`config.mk`:
```
export PLATFORM = sky130hd
export DESIGN_NAME = roman_numeral_check_convert
export DESIGN_NICKNAME = d
export VERILOG_FILES = /design/src/rtl/core/rncc_pkg.sv /design/src/rtl/core/rncc_front.sv /design/src/rtl/core/rncc_fifo.sv /design/src/rtl/core/rncc_back.sv /design/src/rtl/core/roman_numeral_check_convert.sv
export SDC_FILE = /design/constraint.sdc
export NUM_CORES = 1
export LEC_CHECK = 0
export BUFFER_PORTS_ARGS = -buffer_cell sky130_fd_sc_hd__buf_2
export CAP_MARGIN = 5
export CORE_UTILIZATION = 45
export DETAILED_ROUTE_END_ITERATION = 16
export MAX_ROUTING_LAYER = met4
export SLEW_MARGIN = 20
export SYNTH_ARGS = -nofsm -noshare
export SYNTH_HDL_FRONTEND = slang
export SYNTH_SLANG_ARGS = --single-unit
```
`constraint.sdc`:
```
create_clock -name clk -period 8.59 [get_ports clk]
set_input_delay 0.4295 -clock clk [delete_from_list [all_inputs] [get_ports clk]]
set_output_delay 0.4295 -clock clk [all_outputs]
set_load 0.01 [all_outputs]
```
`src/rtl/core/rncc_pkg.sv`:
```
`timescale 1ns / 1ps
`default_nettype none
// ----------------------------------------------------------------------------
// rncc_pkg: shared types and codes of the Roman numeral checker/converter
// Holds the decoded character format passed from front to back, the decimal
// rank codes and the result status codes.
// ----------------------------------------------------------------------------
package rncc_pkg;

  localparam int unsigned SYMBOL_W = 8;
  localparam int unsigned VALUE_W  = 12;
  localparam int unsigned STATUS_W = 2;
  localparam int unsigned RANK_W   = 3;
  localparam int unsigned LEVEL_W  = 2;

  // Default depth of the queue between front and back
  localparam int unsigned QUEUE_DEPTH_DEF = 4;

  // ASCII codes of the numeral characters
  localparam logic [SYMBOL_W-1:0] SYM_M = 8'h4D;
  localparam logic [SYMBOL_W-1:0] SYM_D = 8'h44;
  localparam logic [SYMBOL_W-1:0] SYM_C = 8'h43;
  localparam logic [SYMBOL_W-1:0] SYM_L = 8'h4C;
  localparam logic [SYMBOL_W-1:0] SYM_X = 8'h58;
  localparam logic [SYMBOL_W-1:0] SYM_V = 8'h56;
  localparam logic [SYMBOL_W-1:0] SYM_I = 8'h49;

  // Decimal rank codes; a character decade uses the low two bits
  localparam logic [RANK_W-1:0] RANK_THOUSANDS = 3'd0;
  localparam logic [RANK_W-1:0] RANK_HUNDREDS  = 3'd1;
  localparam logic [RANK_W-1:0] RANK_TENS      = 3'd2;
  localparam logic [RANK_W-1:0] RANK_UNITS     = 3'd3;
  localparam logic [RANK_W-1:0] RANK_DONE      = 3'd4;

  typedef enum logic [STATUS_W-1:0] {
    STATUS_LEGIT      = 2'd0,
    STATUS_BAD_SYMBOL = 2'd1,
    STATUS_NOT_LEGIT  = 2'd2
  } status_t;

  // One classified character
  typedef struct packed {
    logic               sym_ok;
    logic [LEVEL_W-1:0] level;
    logic               five;
    logic               last;
  } item_t;

endpackage : rncc_pkg
`default_nettype wire

```
`src/rtl/core/rncc_front.sv`:
```
`timescale 1ns / 1ps
`default_nettype none
// ----------------------------------------------------------------------------
// rncc_front: input side of the checker
// Classifies each incoming character into decade and kind and pushes it into
// the queue; takes a transfer whenever the queue has room.
// ----------------------------------------------------------------------------
module rncc_front
  import rncc_pkg::*;
(
  input  wire logic                clk,
  input  wire logic                rst,
  input  wire logic                s_axis_tvalid,
  output logic                     s_axis_tready,
  input  wire logic [SYMBOL_W-1:0] s_axis_tdata,
  input  wire logic                s_axis_tlast,
  input  wire logic                q_full,
  output logic                     q_push,
  output item_t                    q_item
);

  logic               sym_ok;
  logic [LEVEL_W-1:0] level;
  logic               five;
  logic               rst_seen;

  // Hold off the first transfer until the reset has been seen
  always_ff @(posedge clk) begin
    if (rst) begin
      rst_seen <= 1'b0;
    end else begin
      rst_seen <= 1'b1;
    end
  end

  always_comb begin
    sym_ok = 1'b1;
    level  = RANK_THOUSANDS[LEVEL_W-1:0];
    five   = 1'b0;
    case (s_axis_tdata)
      SYM_M: begin level = RANK_THOUSANDS[LEVEL_W-1:0]; five = 1'b0; end
      SYM_D: begin level = RANK_HUNDREDS[LEVEL_W-1:0];  five = 1'b1; end
      SYM_C: begin level = RANK_HUNDREDS[LEVEL_W-1:0];  five = 1'b0; end
      SYM_L: begin level = RANK_TENS[LEVEL_W-1:0];      five = 1'b1; end
      SYM_X: begin level = RANK_TENS[LEVEL_W-1:0];      five = 1'b0; end
      SYM_V: begin level = RANK_UNITS[LEVEL_W-1:0];     five = 1'b1; end
      SYM_I: begin level = RANK_UNITS[LEVEL_W-1:0];     five = 1'b0; end
      default: begin sym_ok = 1'b0; end
    endcase
  end

  assign s_axis_tready = rst_seen && !q_full;
  assign q_push        = s_axis_tvalid && s_axis_tready;

  always_comb begin
    q_item.sym_ok = sym_ok;
    q_item.level  = level;
    q_item.five   = five;
    q_item.last   = s_axis_tlast;
  end

endmodule : rncc_front
`default_nettype wire

```
`src/rtl/core/rncc_fifo.sv`:
```
`timescale 1ns / 1ps
`default_nettype none
// ----------------------------------------------------------------------------
// rncc_fifo: short queue of classified characters
// Register-based first-in first-out store; push and pop may coincide.
// ----------------------------------------------------------------------------
module rncc_fifo
  import rncc_pkg::*;
#(
  parameter int unsigned DEPTH = QUEUE_DEPTH_DEF
) (
  input  wire logic  clk,
  input  wire logic  rst,
  input  wire logic  push,
  input  item_t      push_item,
  output logic       full,
  input  wire logic  pop,
  output logic       not_empty,
  output item_t      head
);

  localparam int unsigned PTR_W = (DEPTH > 1) ? $clog2(DEPTH) : 1;
  localparam int unsigned CNT_W = $clog2(DEPTH + 1);
  localparam logic [PTR_W-1:0] PTR_LAST = PTR_W'(DEPTH - 1);
  localparam logic [CNT_W-1:0] CNT_FULL = CNT_W'(DEPTH);

  item_t            entries [DEPTH];
  logic [PTR_W-1:0] wr_ptr;
  logic [PTR_W-1:0] rd_ptr;
  logic [CNT_W-1:0] count;

  assign full      = (count == CNT_FULL);
  assign not_empty = (count != '0);
  assign head      = entries[rd_ptr];

  always_ff @(posedge clk) begin
    if (push) begin
      entries[wr_ptr] <= push_item;
    end
  end

  always_ff @(posedge clk) begin
    if (rst) begin
      wr_ptr <= '0;
      rd_ptr <= '0;
      count  <= '0;
    end else begin
      if (push) begin
        wr_ptr <= (wr_ptr == PTR_LAST) ? '0 : wr_ptr + 1'b1;
      end
      if (pop) begin
        rd_ptr <= (rd_ptr == PTR_LAST) ? '0 : rd_ptr + 1'b1;
      end
      if (push && !pop) begin
        count <= count + 1'b1;
      end else if (pop && !push) begin
        count <= count - 1'b1;
      end
    end
  end

endmodule : rncc_fifo
`default_nettype wire

```
`src/rtl/core/rncc_back.sv`:
```
`timescale 1ns / 1ps
`default_nettype none
// ----------------------------------------------------------------------------
// rncc_back: numeral rule engine and result register
// Applies one queued character per cycle to the rank, counts and running sum;
// a last character waits for a free output register and loads the result.
// ----------------------------------------------------------------------------
module rncc_back
  import rncc_pkg::*;
(
  input  wire logic               clk,
  input  wire logic               rst,
  input  wire logic               q_valid,
  input  item_t                   q_item,
  output logic                    q_pop,
  output logic                    m_axis_tvalid,
  input  wire logic               m_axis_tready,
  output logic [15:0]             m_axis_tdata,
  output logic [STATUS_W-1:0]     m_axis_tuser
);

  function automatic logic [VALUE_W-1:0] unit_value(input logic [LEVEL_W-1:0] r);
    logic [VALUE_W-1:0] v;
    case (r)
      RANK_THOUSANDS[LEVEL_W-1:0]: v = 12'd1000;
      RANK_HUNDREDS[LEVEL_W-1:0]:  v = 12'd100;
      RANK_TENS[LEVEL_W-1:0]:      v = 12'd10;
      default:                     v = 12'd1;
    endcase
    return v;
  endfunction

  logic [RANK_W-1:0]  rank,     rank_next;
  logic [1:0]         unit_run, unit_run_next;
  logic               five_seen, five_seen_next;
  logic [VALUE_W-1:0] sum,      sum_next;
  logic               bad,      bad_next;
  logic               fail,     fail_next;

  logic [RANK_W-1:0]  rank_e;
  logic [1:0]         run_e;
  logic               five_e;
  logic [RANK_W-1:0]  lvl_x;
  logic [VALUE_W-1:0] u;

  logic               out_free;
  status_t            res_status;
  logic [VALUE_W-1:0] res_value;
  status_t            out_status;
  logic [VALUE_W-1:0] out_value;

  assign out_free = !m_axis_tvalid || m_axis_tready;
  // Only a string's final character needs room in the output register
  assign q_pop    = q_valid && (!q_item.last || out_free);

  assign lvl_x = {1'b0, q_item.level};

  // Drop to the character's decade when it lies below the current rank
  always_comb begin
    if (lvl_x > rank) begin
      rank_e = lvl_x;
      run_e  = 2'd0;
      five_e = 1'b0;
    end else begin
      rank_e = rank;
      run_e  = unit_run;
      five_e = five_seen;
    end
  end

  assign u = unit_value(rank_e[LEVEL_W-1:0]);

  always_comb begin
    rank_next      = rank;
    unit_run_next  = unit_run;
    five_seen_next = five_seen;
    sum_next       = sum;
    bad_next       = bad;
    fail_next      = fail;
    if (!q_item.sym_ok) begin
      bad_next = 1'b1;
    end else if (fail || bad) begin
      // frozen after a failure
    end else if (rank == RANK_DONE) begin
      fail_next = 1'b1;
    end else begin
      rank_next      = rank_e;
      unit_run_next  = run_e;
      five_seen_next = five_e;
      if (lvl_x < rank_e) begin
        // higher decade: ten-times pair after a single unit only
        if ((lvl_x + 3'd1) == rank_e && !q_item.five && run_e == 2'd1 && !five_e) begin
          sum_next       = sum + {u[VALUE_W-4:0], 3'b000};
          rank_next      = rank_e + 3'd1;
          unit_run_next  = 2'd0;
          five_seen_next = 1'b0;
        end else begin
          fail_next = 1'b1;
        end
      end else if (!q_item.five) begin
        if (run_e == 2'd3) begin
          fail_next = 1'b1;
        end else begin
          sum_next      = sum + u;
          unit_run_next = run_e + 2'd1;
        end
      end else if (run_e > 2'd1 || five_e) begin
        fail_next = 1'b1;
      end else if (run_e == 2'd1) begin
        // subtractive five pair
        sum_next       = sum + {u[VALUE_W-2:0], 1'b0} + u;
        rank_next      = rank_e + 3'd1;
        unit_run_next  = 2'd0;
        five_seen_next = 1'b0;
      end else begin
        sum_next       = sum + {u[VALUE_W-3:0], 2'b00} + u;
        five_seen_next = 1'b1;
      end
    end
  end

  always_comb begin
    if (bad_next) begin
      res_status = STATUS_BAD_SYMBOL;
      res_value  = '0;
    end else if (fail_next) begin
      res_status = STATUS_NOT_LEGIT;
      res_value  = '0;
    end else begin
      res_status = STATUS_LEGIT;
      res_value  = sum_next;
    end
  end

  always_ff @(posedge clk) begin
    if (rst) begin
      rank      <= RANK_THOUSANDS;
      unit_run  <= 2'd0;
      five_seen <= 1'b0;
      sum       <= '0;
      bad       <= 1'b0;
      fail      <= 1'b0;
    end else if (q_pop) begin
      if (q_item.last) begin
        // clear for the next string
        rank      <= RANK_THOUSANDS;
        unit_run  <= 2'd0;
        five_seen <= 1'b0;
        sum       <= '0;
        bad       <= 1'b0;
        fail      <= 1'b0;
      end else begin
        rank      <= rank_next;
        unit_run  <= unit_run_next;
        five_seen <= five_seen_next;
        sum       <= sum_next;
        bad       <= bad_next;
        fail      <= fail_next;
      end
    end
  end

  always_ff @(posedge clk) begin
    if (rst) begin
      m_axis_tvalid <= 1'b0;
    end else if (q_pop && q_item.last) begin
      m_axis_tvalid <= 1'b1;
    end else if (m_axis_tready) begin
      m_axis_tvalid <= 1'b0;
    end
  end

  always_ff @(posedge clk) begin
    if (q_pop && q_item.last) begin
      out_status <= res_status;
      out_value  <= res_value;
    end
  end

  assign m_axis_tuser = out_status;
  assign m_axis_tdata = {4'b0000, out_value};

endmodule : rncc_back
`default_nettype wire

```
`src/rtl/core/roman_numeral_check_convert.sv`:
```
`timescale 1ns / 1ps
`default_nettype none
// ----------------------------------------------------------------------------
// roman_numeral_check_convert: streaming Roman numeral checker and converter
// Checks the notation of a Roman numeral given one character per transfer and
// returns its value, or an error status, at the end of each string.
// ----------------------------------------------------------------------------
// Feed the numeral one ASCII character per input transfer, with tlast set on
// its final character. Exactly one result transfer follows each string: tuser
// carries the status (legit, invalid symbol present, notation not legit; an
// invalid symbol wins over a notation error) and tdata the value, which is
// zero unless the string is legit. Subtractive pairs (IV, IX, XL, XC, CD, CM)
// are accepted, a fourth repeated unit numeral is rejected, and state clears
// after each string. The block sustains one character per clock cycle while
// the queue and the output register do not hold it back: the rule engine
// updates rank, counts and running sum per character. A result is offered
// once the final character has passed the queue and its result is loaded
// into the output register. The front classifies characters into a queue of
// QUEUE_DEPTH entries, so characters keep flowing in while a result waits on
// the output, until the queue fills; only a string's final character waits
// for room in the output register. Input is held off until reset has ended.
// ----------------------------------------------------------------------------
module roman_numeral_check_convert
  import rncc_pkg::*;
#(
  parameter int unsigned QUEUE_DEPTH = QUEUE_DEPTH_DEF
) (
  input  wire logic                clk,
  input  wire logic                rst,
  // Character input
  input  wire logic                s_axis_tvalid,
  output logic                     s_axis_tready,
  input  wire logic [SYMBOL_W-1:0] s_axis_tdata,   // [7:0] symbol
  input  wire logic                s_axis_tlast,   // last character of the string
  // Result output
  output logic                     m_axis_tvalid,
  input  wire logic                m_axis_tready,
  output logic [15:0]              m_axis_tdata,   // [11:0] value, [15:12] zero
  output logic [STATUS_W-1:0]      m_axis_tuser    // [1:0] status
);

  logic  q_full;
  logic  q_push;
  item_t q_in;
  logic  q_pop;
  logic  q_valid;
  item_t q_head;

  // Classify each character and push it into the queue
  rncc_front u_front (
    .clk           (clk),
    .rst           (rst),
    .s_axis_tvalid (s_axis_tvalid),
    .s_axis_tready (s_axis_tready),
    .s_axis_tdata  (s_axis_tdata),
    .s_axis_tlast  (s_axis_tlast),
    .q_full        (q_full),
    .q_push        (q_push),
    .q_item        (q_in)
  );

  // Decouple the input side from output stalls
  rncc_fifo #(
    .DEPTH (QUEUE_DEPTH)
  ) u_fifo (
    .clk       (clk),
    .rst       (rst),
    .push      (q_push),
    .push_item (q_in),
    .full      (q_full),
    .pop       (q_pop),
    .not_empty (q_valid),
    .head      (q_head)
  );

  // Apply the notation rules and hold the result for the output transfer
  rncc_back u_back (
    .clk           (clk),
    .rst           (rst),
    .q_valid       (q_valid),
    .q_item        (q_head),
    .q_pop         (q_pop),
    .m_axis_tvalid (m_axis_tvalid),
    .m_axis_tready (m_axis_tready),
    .m_axis_tdata  (m_axis_tdata),
    .m_axis_tuser  (m_axis_tuser)
  );

endmodule : roman_numeral_check_convert
`default_nettype wire

```
==> flow_metrics.env <==
export IMPL_die_area_um2=12630
export IMPL_place_congestion=0.8793
export IMPL_htreeDepth=3
export IMPL_ioPinCount=33
export IMPL_finalMaxSlewViolations=0
export IMPL_fin_worst_skew_ns=0.01006
export IMPL_yosys_warnings=0
export IMPL_synth_top_area_share_pct=18.63
export IMPL_max_freq_ghz=0.1567
export IMPL_cts_tree="built"
export IMPL_clkSlewWorstSetupHoldPaths_ns=0.06
export IMPL_required_ns=8.81
export IMPL_final_nets=717
export IMPL_synth_edff_count=34
export IMPL_grt_total_usage_pct=24.75
export IMPL_vias=4716
export IMPL_yosysUniqueCellTypes=75
export IMPL_num_rows=39
export IMPL_first_pass_iters=5
export IMPL_viasPerCell=5.970
export IMPL_worst_pin_slew_ns=0.7354
export IMPL_avgSynthCellArea_um2=8.813
export IMPL_synth_top_area_cell="edfxtp_1"
export IMPL_root_buffer="clkbuf_16"
export IMPL_max_slew_margin_pct=50.79
export IMPL_postCtsHoldBufs=0
export IMPL_hold_worst_slack_ns=0.3218
export IMPL_hp_class="input port to flip-flop"
export IMPL_hold_path_endpoint="u_fifo.entries[1][0]$_DFFE_PP_"
export IMPL_die_w_um=112.4
export IMPL_min_from="s_axis_tlast"
export IMPL_cap_violations=0
export IMPL_reg2reg_depth=19
export IMPL_synthArstFlopShare_pct=0
export IMPL_post_cts_buffers=0
export IMPL_yosysSeqAreaShare_pct=29.95
export IMPL_core_um2=11660
export IMPL_grt_antenna_before_repair=0
export IMPL_grt_pass1_wl_um=23810
export IMPL_drcViolationCount=0
export IMPL_startpoint_type="flip-flop"
export IMPL_status="finished, final reports clean"
export IMPL_crit_path_end_kind="flip-flop"
export IMPL_rsz0062_at_grt="false"
export IMPL_crit_type="flip-flop to flip-flop"
export IMPL_area_growth_pct=9.655
export IMPL_numCtsBuffers=9
export IMPL_hold_depth=1
export IMPL_period_share_pct=74.29
export IMPL_synth_flop_cell="edfxtp_1"
export IMPL_clkSinkCount=65
export IMPL_start_util_pct=47.00
export IMPL_syn_area_um2=5482
export IMPL_post_drt_wl_per_cell_um=17.98
export IMPL_yosysMostFrequentCell="nor2_1"
export IMPL_ant_nets=0
export IMPL_synth_area_leaders="edfxtp_1 (19%), ha_1 (13%), dfxtp_1 (11%)"
export IMPL_finalHoldViolations=0
export IMPL_die_y_um=112.4
export IMPL_tns_ns=0
export IMPL_synth_seq_cells=65
export IMPL_clockBufferDepth=2
export IMPL_overflow=0
export IMPL_portBuffers=28
export IMPL_grt_max_degree=23
export IMPL_worstReg2RegEnd="u_back.sum[11]$_SDFFE_PP0P_"
export IMPL_ctsResizeCount=0
export IMPL_place_detailed_hpwl_um=11080
export IMPL_clock_latency_ns=0.33
export IMPL_r2r_slack_ns=2.21
export IMPL_yosys_top_cells_count="nor2_1 (67), ha_1 (58), nand2_1 (43), a21oi_1 (40)"
export IMPL_first_iter_violations=330
export IMPL_worstPathMaxFanout=12
export IMPL_grt_pass1_vias=4760
export IMPL_insertedDiodeCount=0
export IMPL_post_route_min_period_ns=6.382
export IMPL_setup_viol=0
export IMPL_synth_cells=622
export IMPL_wl_um=14210
export IMPL_drive_above_1_share_pct=11.59
export IMPL_worstPathArrival_ns=6.60
==> placed cells by master (no fill, tap or decap), drive strengths merged, types with 9 or more instances in the layout <==
cell	synthesis	layout
a211oi	9	9
a21o	10	10
a21oi	41	41
and2	9	9
buf	13	33
clkbuf	14	10
dfxtp	31	31
edfxtp	34	34
ha	58	58
inv	31	33
mux2i	10	10
nand2	43	43
nand2b	9	9
nand3	12	12
nor2	67	67
nor2b	9	9
nor3	21	21
o21a	10	10
o21ai	38	38
xnor2	17	17
xor2	13	13
==> critical path, stage by stage (launching register included) <==
cell	delay [ns]
dfxtp_1	0.50
mux4_2	0.60
inv_1	0.11
ha_1	0.22
a21oi_1	0.18
o21a_1	0.51
mux2i_1	0.68
inv_1	0.27
ha_1	0.39
ha_1	0.31
inv_1	0.07
fa_1	0.44
nand2b_1	0.19
a21oi_1	0.25
o221a_2	0.25
nor3_1	0.05
o31ai_1	0.43
a221oi_1	0.19
o311a_1	0.38
a221o_1	0.25
==> sequential cells by signal, indices dropped and copies added, names as in the netlist, 3 cells and up, named ones only <==
name and flops:
u_fifo.entries 20, u_back.out_value 12, u_back.sum 12, u_back.rank 3
u_fifo.count 3
==> metrics by stage <==
stage	cell area [um^2]	worst slack, ns	cells	utilization (%)
6_report	6011	2.208	790	51.54
2_1_floorplan	5493	3.196	625	-
3_5_place_dp	5715	2.295	774	49.01
5_1_grt	6011	1.869	790	51.54
4_1_cts	6011	2.261	790	51.54
3_3_place_gp	5715	2.494	774	49.01
==> cell type report <==
class	instances	area, um^2
fillers	1101	5652
clock inverters	6	66.31
repair buffers	33	177.7
multi-input cells	501	3597
clock buffers	10	229.0
inverters	32	120.1
well taps	143	178.9
flip-flops and latches	65	1642
==> worst max-delay path by stage <==
stage                     startpoint                          end  slack, ns  cells past startpoint
after floorplan            flip-flop  u_back.sum[11]$_SDFFE_PP0P_       3.20                     21
after global placement     flip-flop  u_back.sum[11]$_SDFFE_PP0P_       2.49                     19
after detailed placement   flip-flop  u_back.sum[11]$_SDFFE_PP0P_       2.29                     19
after CTS                  flip-flop  u_back.sum[11]$_SDFFE_PP0P_       2.26                     19
after global routing       flip-flop  u_back.sum[11]$_SDFFE_PP0P_       1.87                     19
final                      flip-flop  u_back.sum[11]$_SDFFE_PP0P_       2.21                     19
==> routing by layer <==
layer	track usage [%]	part of all wire (%)	vias to the layer above	routed length [um]
met1	29.44	44	2221	6200
met5	-	0	-	0
met4	10.93	3.3	0	473
met3	3.186	3.8	36	536
met2	42.03	49	124	6995
li1	-	-	2335	-
==> cells by family (layout without fill, tap and decap cells) <==
logic type	after synthesis	count (layout)	share of synthesized area, %
and+or+nand+nor	198	198	17.51
adders and majority gates	62	62	14.70
xor gates and xnor gates	30	30	4.930
muxes	20	20	4.976
AOI/OAI and AO/OA	187	187	23.15
buffers and inverters	59	81	4.725
other	1	4	0.06841
DFF	65	65	29.95
Power is not shown: default switching activity piles up to over one toggle a cycle in this logic, so the estimate is an artifact.
